$ cat src/hw/rtl/rat_pkg.sv
// types, constants and state codes of the reference-counted attach table
package rat_pkg;

    localparam int TABLE_DEPTH = 16;
    localparam int REF_BITS    = 16;
    localparam int IDX_BITS    = (TABLE_DEPTH > 1) ? $clog2(TABLE_DEPTH) : 1;
    localparam int KEY_BITS    = 31;
    localparam int ADDR_BITS   = 64;

    localparam logic [1:0] ACT_LOOKUP = 2'd0;
    localparam logic [1:0] ACT_ATTACH = 2'd1;
    localparam logic [1:0] ACT_DETACH = 2'd2;

    localparam logic [REF_BITS-1:0] REF_ONE = REF_BITS'(1);
    localparam logic [REF_BITS-1:0] REF_MAX = {REF_BITS{1'b1}};

    typedef struct packed {
        logic [1:0]           action;
        logic [KEY_BITS-1:0]  segment_id;
        logic [ADDR_BITS-1:0] attach_address;
    } rat_req_t;

    typedef struct packed {
        logic                 found;
        logic [ADDR_BITS-1:0] address;
        logic                 released;
        logic                 table_full;
    } rat_resp_t;

    typedef enum logic [1:0] {
        ST_IDLE,
        ST_MATCH,
        ST_UPDATE,
        ST_RESP
    } rat_state_t;

    typedef struct packed {
        logic load;
        logic match_en;
        logic update_en;
    } rat_cmd_t;

endpackage

$ cat src/hw/rtl/refcounted_attach_table.sv
// top level of the reference-counted attach table
//
//   channel   ports                       handshake
//   -------   -------------------------   ------------------------------
//   in        start, busy, request        taken when start && !busy
//   out       done, result                one-cycle strobe, always taken
//
// from acceptance to its result strobe, a word passes a registered
// parallel key and free-entry search, then one read-modify-write of the entry
// a new word is taken in the cycle its predecessor's result is shown, so
// back-to-back words skip the idle state; no new word is taken while busy
// reset clears the state machine and all valid bits at once; no clearing pass
// the receiver cannot stall: each result is strobed by done for exactly one cycle
module refcounted_attach_table (
    input  logic               clk,
    input  logic               rst_n,
    input  logic               start,
    output logic               busy,
    input  rat_pkg::rat_req_t  request,
    output logic               done,
    output rat_pkg::rat_resp_t result
);

    rat_pkg::rat_cmd_t cmd;

    rat_controller u_controller (
        .clk   (clk),
        .rst_n (rst_n),
        .start (start),
        .busy  (busy),
        .done  (done),
        .cmd   (cmd)
    );

    rat_datapath u_datapath (
        .clk     (clk),
        .rst_n   (rst_n),
        .cmd     (cmd),
        .request (request),
        .result  (result)
    );

endmodule

$ cat src/hw/rtl/rat_datapath.sv
// table storage, parallel key match and entry update
module rat_datapath (
    input  logic              clk,
    input  logic              rst_n,
    input  rat_pkg::rat_cmd_t cmd,
    input  rat_pkg::rat_req_t request,
    output rat_pkg::rat_resp_t result
);

    rat_pkg::rat_req_t  req_reg;
    rat_pkg::rat_resp_t resp_reg;
    rat_pkg::rat_resp_t resp_next;

    logic [rat_pkg::TABLE_DEPTH-1:0] valid_reg;
    logic [rat_pkg::KEY_BITS-1:0]    key_reg  [rat_pkg::TABLE_DEPTH];
    logic [rat_pkg::ADDR_BITS-1:0]   base_reg [rat_pkg::TABLE_DEPTH];
    logic [rat_pkg::REF_BITS-1:0]    refs_reg [rat_pkg::TABLE_DEPTH];

    logic                          hit_next, hit_reg;
    logic                          free_next, free_reg;
    logic [rat_pkg::IDX_BITS-1:0]  hit_idx_next, hit_idx_reg;
    logic [rat_pkg::IDX_BITS-1:0]  free_idx_next, free_idx_reg;

    logic [rat_pkg::ADDR_BITS-1:0] base_cur;
    logic [rat_pkg::REF_BITS-1:0]  refs_cur;

    // write controls for the update step
    logic                          wr_new;
    logic                          wr_refs;
    logic                          wr_clear;
    logic [rat_pkg::REF_BITS-1:0]  refs_new;

    // lowest index wins on both searches
    always_comb
    begin
        hit_next      = 1'b0;
        free_next     = 1'b0;
        hit_idx_next  = '0;
        free_idx_next = '0;
        for (int i = rat_pkg::TABLE_DEPTH - 1; i >= 0; i--)
        begin
            if (valid_reg[i] && (key_reg[i] == req_reg.segment_id))
            begin
                hit_next     = 1'b1;
                hit_idx_next = rat_pkg::IDX_BITS'(i);
            end
            if (!valid_reg[i])
            begin
                free_next     = 1'b1;
                free_idx_next = rat_pkg::IDX_BITS'(i);
            end
        end
    end

    assign base_cur = base_reg[hit_idx_reg];
    assign refs_cur = refs_reg[hit_idx_reg];

    always_comb
    begin
        resp_next = '0;
        wr_new    = 1'b0;
        wr_refs   = 1'b0;
        wr_clear  = 1'b0;
        refs_new  = refs_cur;
        case (req_reg.action)
            rat_pkg::ACT_LOOKUP:
            begin
                resp_next.found = hit_reg;
                if (hit_reg)
                begin
                    resp_next.address = base_cur;
                end
            end
            rat_pkg::ACT_ATTACH:
            begin
                if (hit_reg)
                begin
                    resp_next.found = 1'b1;
                    // count saturates
                    if (refs_cur != rat_pkg::REF_MAX)
                    begin
                        wr_refs  = 1'b1;
                        refs_new = refs_cur + rat_pkg::REF_ONE;
                    end
                end
                else if (free_reg)
                begin
                    wr_new = 1'b1;
                end
                else
                begin
                    resp_next.table_full = 1'b1;
                end
            end
            rat_pkg::ACT_DETACH:
            begin
                if (!hit_reg)
                begin
                    resp_next.released = 1'b1;
                end
                else
                begin
                    resp_next.found = 1'b1;
                    if (refs_cur <= rat_pkg::REF_ONE)
                    begin
                        wr_clear           = 1'b1;
                        resp_next.released = 1'b1;
                    end
                    else
                    begin
                        wr_refs  = 1'b1;
                        refs_new = refs_cur - rat_pkg::REF_ONE;
                    end
                end
            end
            default:
            begin
                resp_next = '0;
            end
        endcase
    end

    always_ff @(posedge clk or negedge rst_n)
    begin
        if (!rst_n)
        begin
            valid_reg <= '0;
        end
        else if (cmd.update_en)
        begin
            if (wr_new)
            begin
                valid_reg[free_idx_reg] <= 1'b1;
            end
            else if (wr_clear)
            begin
                valid_reg[hit_idx_reg] <= 1'b0;
            end
        end
    end

    always_ff @(posedge clk)
    begin
        if (cmd.load)
        begin
            req_reg <= request;
        end
        if (cmd.match_en)
        begin
            hit_reg      <= hit_next;
            hit_idx_reg  <= hit_idx_next;
            free_reg     <= free_next;
            free_idx_reg <= free_idx_next;
        end
        if (cmd.update_en)
        begin
            resp_reg <= resp_next;
            if (wr_new)
            begin
                key_reg[free_idx_reg]  <= req_reg.segment_id;
                base_reg[free_idx_reg] <= req_reg.attach_address;
                refs_reg[free_idx_reg] <= rat_pkg::REF_ONE;
            end
            else if (wr_refs)
            begin
                refs_reg[hit_idx_reg] <= refs_new;
            end
        end
    end

    assign result = resp_reg;

endmodule

$ cat src/hw/rtl/rat_controller.sv
// sequencer: accept, match, update, respond
module rat_controller (
    input  logic              clk,
    input  logic              rst_n,
    input  logic              start,
    output logic              busy,
    output logic              done,
    output rat_pkg::rat_cmd_t cmd
);

    rat_pkg::rat_state_t state_reg;
    rat_pkg::rat_state_t state_next;

    always_ff @(posedge clk or negedge rst_n)
    begin
        if (!rst_n)
        begin
            state_reg <= rat_pkg::ST_IDLE;
        end
        else
        begin
            state_reg <= state_next;
        end
    end

    always_comb
    begin
        state_next = state_reg;
        case (state_reg)
            rat_pkg::ST_IDLE:
            begin
                if (start)
                begin
                    state_next = rat_pkg::ST_MATCH;
                end
            end
            rat_pkg::ST_MATCH:
            begin
                state_next = rat_pkg::ST_UPDATE;
            end
            rat_pkg::ST_UPDATE:
            begin
                state_next = rat_pkg::ST_RESP;
            end
            rat_pkg::ST_RESP:
            begin
                // a new word may be taken while the result is shown
                state_next = start ? rat_pkg::ST_MATCH : rat_pkg::ST_IDLE;
            end
            default:
            begin
                state_next = rat_pkg::ST_IDLE;
            end
        endcase
    end

    always_comb
    begin
        busy         = 1'b0;
        done         = 1'b0;
        cmd          = '0;
        case (state_reg)
            rat_pkg::ST_IDLE:
            begin
                cmd.load = start;
            end
            rat_pkg::ST_MATCH:
            begin
                busy         = 1'b1;
                cmd.match_en = 1'b1;
            end
            rat_pkg::ST_UPDATE:
            begin
                busy          = 1'b1;
                cmd.update_en = 1'b1;
            end
            rat_pkg::ST_RESP:
            begin
                done     = 1'b1;
                cmd.load = start;
            end
            default:
            begin
                busy = 1'b0;
            end
        endcase
    end

endmodule

$ cat config.mk
export PLATFORM = sky130hd
export DESIGN_NAME = refcounted_attach_table
export DESIGN_NICKNAME = d
export VERILOG_FILES = /design/src/hw/rtl/rat_pkg.sv /design/src/hw/rtl/refcounted_attach_table.sv /design/src/hw/rtl/rat_datapath.sv /design/src/hw/rtl/rat_controller.sv
export SDC_FILE = /design/constraint.sdc
export NUM_CORES = 2
export LEC_CHECK = 0
export ABC_CLOCK_PERIOD_IN_PS = 11580
export BUFFER_PORTS_ARGS = -buffer_cell sky130_fd_sc_hd__buf_2
export CORE_UTILIZATION = 62
export CTS_CLUSTER_SIZE = 20
export DETAILED_ROUTE_END_ITERATION = 10
export MAX_ROUTING_LAYER = met4
export PLACE_DENSITY = 0.83
export SETUP_SLACK_MARGIN = 0.4
export SLEW_MARGIN = 10
export SYNTH_ARGS = -nofsm -noshare
export SYNTH_HDL_FRONTEND = slang
export SYNTH_SLANG_ARGS = --single-unit
$ cat constraint.sdc
create_clock -name clk -period 11.58 [get_ports clk]
set_input_delay 0.579 -clock clk [delete_from_list [all_inputs] [get_ports clk]]
set_output_delay 0.579 -clock clk [all_outputs]
set_load 0.05 [all_outputs]
### Word level (Yosys, flattened, before mapping)

Memory sizes are Yosys's and may differ from the RTL's. A register that Yosys moved wholly into a read port is not among the register bits.
Index checks and enable logic that the tools add are counted.

| storage, ports and cells | value |
|---|---|
| memories kept | 3 |
| bits of input ports | 100 |
| word-level logic and storage cells | 168 |
| RAM bits | 1776 |
| register bits after elaboration | 128 |

| cells by class | value |
|---|---|
| magnitude comparators | 5 |
| add/subtract/negate cells | 2 |
| bitwise gates (word level) | 4 |
| muxes and demuxes | 76 |
| equality and inequality tests | 23 |
| reduce and logical (&&, ||, !) cells | 37 |

Memories:

| name | words | width | rd ports | clocked after Yosys merged registers in | write ports | line | text |
|---|---|---|---|---|---|---|---|
| u_datapath.base_reg | 16 | 64 | 1 | 1 | 1 | rat_datapath.sv:16 | `logic [rat_pkg::ADDR_BITS-1:0] base_reg [rat_pkg::TABLE_DEPTH];` |
| u_datapath.key_reg | 16 | 31 | 16 | 0 | 1 | rat_datapath.sv:15 | `logic [rat_pkg::KEY_BITS-1:0] key_reg [rat_pkg::TABLE_DEPTH];` |
| u_datapath.refs_reg | 16 | 16 | 1 | 0 | 1 | rat_datapath.sv:17 | `logic [rat_pkg::REF_BITS-1:0] refs_reg [rat_pkg::TABLE_DEPTH];` |

Operators by type and width:

| operator | count |
|---|---|
| 31-bit == test | 16 |
| 16-bit two-way mux | 7 |
| 4-bit two-way mux | 17 |
| 1-bit two-way mux | 33 |
| 16-bit one-hot mux with 2 select lines | 1 |
| 3-bit two-way mux | 8 |
| 1-bit logical AND | 18 |
| 16-bit by 1-bit adder with 16-bit output, second input constant | 1 |
| 16-bit AND | 1 |
| 16-bit by 1-bit less-or-equal comparator with 1-bit output, second input constant | 1 |
| 16-bit inequality test, second input constant | 1 |
| 16-bit NOT | 1 |
| 16-bit bitwise OR | 1 |
| 16-bit OR reduction | 1 |
| 16-bit by 1-bit subtractor with 16-bit output, second input constant | 1 |
| 15-bit AND reduction | 1 |
| 15-bit OR reduction | 1 |
| 4-bit by 5-bit < comparator with 1-bit output, second input constant | 2 |
| 2-bit two-way mux | 5 |
| 2-bit OR reduction | 5 |
| 1-bit demux with 4-bit select | 2 |
| 4-bit by 1-bit greater-or-equal comparator with 1-bit output, second input constant | 2 |
| 2-bit one-hot mux with 4 select lines | 1 |
| 8-bit AND reduction | 1 |
| other kinds (12) | 19 |

### Longest topological paths before layout

An unclocked memory read counts as a cell.

| logic depth | value |
|---|---|
| depth in word-level cells | 18 |
| depth in mapped cells | 17 |
| depth with buffers taken out | 12 |

### Hierarchy

A second synthesis with hierarchy kept.

| unflattened totals | value |
|---|---|
| cell total of the unflattened synthesis | 3669 |
| area total of the unflattened synthesis | 76847.5 um2 |

By module, submodules not included:

| module | sequential area each (um2) | area each (um2) | instances | cells each |
|---|---|---|---|---|
| rat_datapath | 58956.5 | 76666.0 | 1 | 3652 |
| rat_controller | 50.0 | 181.4 | 1 | 17 |

### Least setup slack after synthesis

OpenSTA, ideal clock, no wires.

| path | value |
|---|---|
| kind | register to register |
| start | reg u_controller.state_reg[0] |
| end | mem u_datapath.base_reg[2][0] in the netlist's numbering (enable) |
| setup slack | 1.416 ns |
| path buffers | 0 |
| setup time | 0.666 ns |
| arrival | 9.497 ns |
| required time | 10.914 ns |
| stages on the path, launching flop included | 6 |
| cells stage by stage | dfrtp_1 -> inv_1 -> ha_1 -> nand3_1 -> or3_1 -> nor3_1 |

| between the ends | value |
|---|---|
| longest elaborated chain between the ends | 4 |

RTL lines:

| element | line | text |
|---|---|---|
| from (decl) | rat_controller.sv:11 | `rat_pkg::rat_state_t state_reg;` |
| from (signal assigned) | rat_controller.sv:18 | `state_reg <= rat_pkg::ST_IDLE;` |
| from (signal assigned) | rat_controller.sv:22 | `state_reg <= state_next;` |
| 2-bit == test | rat_controller.sv:62 | `case (state_reg)` |
| 1-bit two-way mux | rat_controller.sv:62 |  |
| 1-bit two-way mux | rat_datapath.sv:155 | `if (cmd.update_en)` |
| 1-bit two-way mux (not written as such) | rat_datapath.sv:161 | `base_reg[free_idx_reg] <= req_reg.attach_address;` |
| to (decl) | rat_datapath.sv:16 |  |

Every way passes these cells.

### Worst setup path in the final report

| path | value |
|---|---|
| start | reg u_datapath.hit_idx_reg[0] in the netlist's numbering |
| end | mem u_datapath.refs_reg[0][5] in the netlist's numbering (enable) |

| between the ends | value |
|---|---|
| longest elaborated chain between the ends | 11 |
| elaborated cells between the ends (all ways) | 15 |
| classes of those cells | order compare: 1; eq/ne: 1; mux: 11; reduce/logical: 1; memory: 1 |

RTL lines:

| element | line | text |
|---|---|---|
| from (decl) | rat_datapath.sv:21 | `logic [rat_pkg::IDX_BITS-1:0] hit_idx_next, hit_idx_reg;` |
| from (signal assigned) | rat_datapath.sv:151 | `hit_idx_reg <= hit_idx_next;` |
| memory read 16 x 16 bit | -- |  |
| 16-bit by 1-bit less-or-equal comparator with 1-bit output or 16-bit inequality test (tied branches) | rat_datapath.sv:104, rat_datapath.sv:80 |  |
| 1-bit two-way mux, on equally long branches | rat_datapath.sv:104, rat_datapath.sv:80 |  |
| 1-bit two-way mux, on equally long branches | rat_datapath.sv:97, rat_datapath.sv:76 |  |
| 1-bit one-hot mux with 2 select lines | rat_datapath.sv:65 | `case (req_reg.action)` |
| 1-bit two-way mux | rat_datapath.sv:164 | `else if (wr_refs)` |
| 1-bit two-way mux | rat_datapath.sv:158 | `if (wr_new)` |
| 1-bit two-way mux | rat_datapath.sv:155 |  |
| 1-bit two-way mux (not written as such) | rat_datapath.sv:166 | `refs_reg[hit_idx_reg] <= refs_new;` |
| 16-bit OR reduction (no source line) | -- |  |
| 4-bit two-way mux (no source line) or 1-bit two-way mux (tied branches) | -- |  |
| to (decl) | rat_datapath.sv:17 |  |

Several ways; a longest one is shown, not always the timed one.

==> results.json <==
{
  "async_reset_ff_frac": 0.00915,
  "period_share": 0.609,
  "ios": 169,
  "grt_pass1_vias": 41800,
  "met3_length_mm": 24.7,
  "core_region_area_um2": 122000,
  "syn_area_um2": 76600,
  "r2r_start": "u_datapath.hit_idx_reg[0]",
  "cap_violations": 0,
  "worstMarginPinSlew_ns": 1.39,
  "hold_start": "request[62]",
  "crit_required_ns": 11.99,
  "slew_headroom": 0.0728,
  "syn2layout_area_growth_pct": 12.4,
  "intPower_mw": 13.2,
  "layout_commonest_cell": "edfxtp_1",
  "synth_cell_type_count": 54,
  "rsz0062_at_grt": "no",
  "synth_area_leader_cell": "edfxtp_1",
  "p_switching_mw": 5.69,
  "ys_seq_area_frac": 0.770,
  "wl_met2_mm": 105,
  "cts.htree.levels": 4,
  "drtPass1Iterations": 6,
  "overflow": 0,
  "die_h_um": 354,
  "ys_dominant_reg_cell": "edfxtp_1",
  "drive_gt1_frac": 0.223,
  "nNetsFinal": 4150,
  "cts.sinks": 1968,
  "final_antenna_net_count": 0,
  "die_area_um2": 125000,
  "startpoint_type": "register",
  "path_delay_family": "simple AND/OR/NAND/NOR gates",
  "crit_path_start": "u_datapath.hit_idx_reg[0]",
  "post-cts-setup-buffers": 0,
  "synth_cells": 3690,
  "vias": 41100,
  "fill_cells": 6489,
  "slowest_delay_ns": 1.02,
  "crit_chain": "buf_4 > buf_4 > mux4_2 > a22oi_1 > nand2_1 > and4_1 > nand4_1 > o2bb2ai_1 > nand3_1 > or3_1 > o21ai_2",
  "drt-met1-wl_mm": 68.3,
  "rows": 128,
  "cts-buffers-inserted": 180,
  "peakVddDrop_v": 0.000205,
  "dp_hpwl_mm": 93.3,
  "crit_buf_inv": 2,
  "combPwrFrac": 0.215,
  "critPathMaxFanout": 50,
  "globalplace.congestion": 0.912,
  "crit_cells": 11,
  "critical_path_arrival_ns": 7.46,
  "seqPwrFrac": 0.480,
  "tns_ns": 0,
  "clkTransAtPathRegs_ns": 0.06,
  "synth_nets": 3802,
  "fin_ws_ns": 4.53,
  "setup_viol": 0,
  "cp_slowest_cell": "o21ai_2",
  "path_common_cell": "buf_4",
  "synth_edf_count": 1950,
  "initial_core_util": 0.627,
  "placed_area_um2": 79700,
  "synth_top_area_share": 0.764,
  "final_cell_mix": "1950 x edfxtp_1, 500 x xnor2_1, 384 x mux4_2",
  "synth_area_per_cell_um2": 20.8,
  "pwr-share-clk": 0.305,
  "max_freq_mhz": 142,
  "grt_pass1_wl_mm": 301,
  "worstHoldPathCells": 1,
  "synth-seq-cells": 1968,
  "dieWidth_um": 354,
  "final_area_um2": 86100,
  "crit_type": "register to register",
  "via_per_inst": 7.08,
  "fin_skew_ns": 0.0439,
  "endpoint_kind": "register",
  "antenna_found_initial": 9,
  "status": "finished, final reports clean",
  "ys_warn_count": 0,
  "synthTopCellsByArea": "edfxtp_1 76%, mux4_2 11%, xnor2_1 5.7%, nand4_1 1.2%, clkbuf_1 0.76%",
  "grt_max_degree": 172,
  "grtUsageTotal": 0.352,
  "layout_min_cycle_time_ns": 7.05,
  "cts_tree": "yes",
  "drv_slew": 0,
  "port_buffers": 168,
  "clkLatencyLatePin_ns": 0.82,
  "p_sw_frac": 0.301,
  "largest_register_ffs": 1024,
  "cts-root-buf": "clkbuf_16",
  "powerDensity_nw_per_um2": 220,
  "dp_slack_ns": 4.80,
  "reg2reg_depth": 11,
  "post_drt_wl_per_cell_um": 36.3,
  "wl_mm": 211,
  "multi_input_area_um2": 17000,
  "final_hold_viol_count": 0,
  "hp-class": "primary input to register",
  "p_leak_nw": 27.2,
  "route.top_layer_used": "met4",
  "clock_path_buffers": 3,
  "regArea_um2": 59000,
  "drt_iter0_drc": 6985,
  "drcViolationCount": 0
}
[power by group through the flow]
stage	logic (mW)	clock network [mW]	registers, mW
final	4.07	5.77	9.07
after global routing	4.21	6.01	9.08
after CTS	4.01	5.73	9.03
after detailed placement	3.84	0	9.15
after global placement	3.74	0	9.11
after floorplan	2.41	0	9.35
[area by class of cell]
type                       count  area share
multi-input combinational   1505       0.197
tap                         1625      0.0236
antenna                        8    0.000232
clock buffer                 226      0.0558
sequential                  1968       0.685
timing repair buffer         354      0.0292
clock inverter                88     0.00751
inverter                      29     0.00150
[path summary, 6_finish.rpt]
path	end	slack, ns
min in group asynchronous	u_controller.state_reg[0]	0.29
max in group asynchronous	u_datapath.valid_reg[12]	10.94
hold / removal	u_datapath.req_reg[62]	0.04
hold reg to reg	u_datapath.valid_reg[13]	0.62
setup reg to reg	u_datapath.refs_reg[0][5]	4.53
setup / recovery	u_datapath.refs_reg[0][5]	4.53
[cell families after synthesis]
kind of cell,after synthesis,share of synthesized area
mux,385,0.113
flops,1968,0.770
xor+xnor,516,0.0590
fa+ha+maj,12,0.00196
simple gates,475,0.0345
buf+inv,217,0.0113
compound gates,117,0.0102
[synthesized netlist by cell type, types with 9 or more instances]
cell and n:
nor2_1 54, nand2_1 80, buf_2 10, edfxtp_1 1950, xor2_1 16, nor4_1 40
buf_1 17, ha_1 12, mux4_2 384, inv_1 29, and3_1 69, a31oi_1 9
nor3_1 17, o21ai_0 18, xnor2_1 500, dfrtp_1 18, nor2b_1 9, clkbuf_1 155
nand4_1 143, nand3_1 21, a21oi_1 19, a22oi_1 32
[stage by stage]
| step | hold slack (ns) | utilization | instances | power, mW |
|---|---|---|---|---|
| after detailed placement | 0.551 | 0.652 | 5385 | 13.0 |
| after CTS | 0.00661 | 0.705 | 5795 | 18.8 |
| after global routing | 0.0138 | 0.705 | 5802 | 19.3 |
| after global placement | 0.546 | 0.652 | 5385 | 12.8 |
| after floorplan | 0.283 | - | 3690 | 11.8 |
| final | 0.0397 | 0.705 | 5803 | 18.9 |
[repair_timing]
item / 4_1_cts / 5_1_grt
hold buffers: 96 / 0
hold endpoints to repair: 113 / 0
resized for setup: 0 / 0
[metal layers]
layer,vias up,track usage
met5,-,-
met4,0,0.187
met3,799,0.0693
met2,4077,0.563
met1,20600,0.429
li1,15600,-
Note: power is estimated with default switching activity, not from simulation.
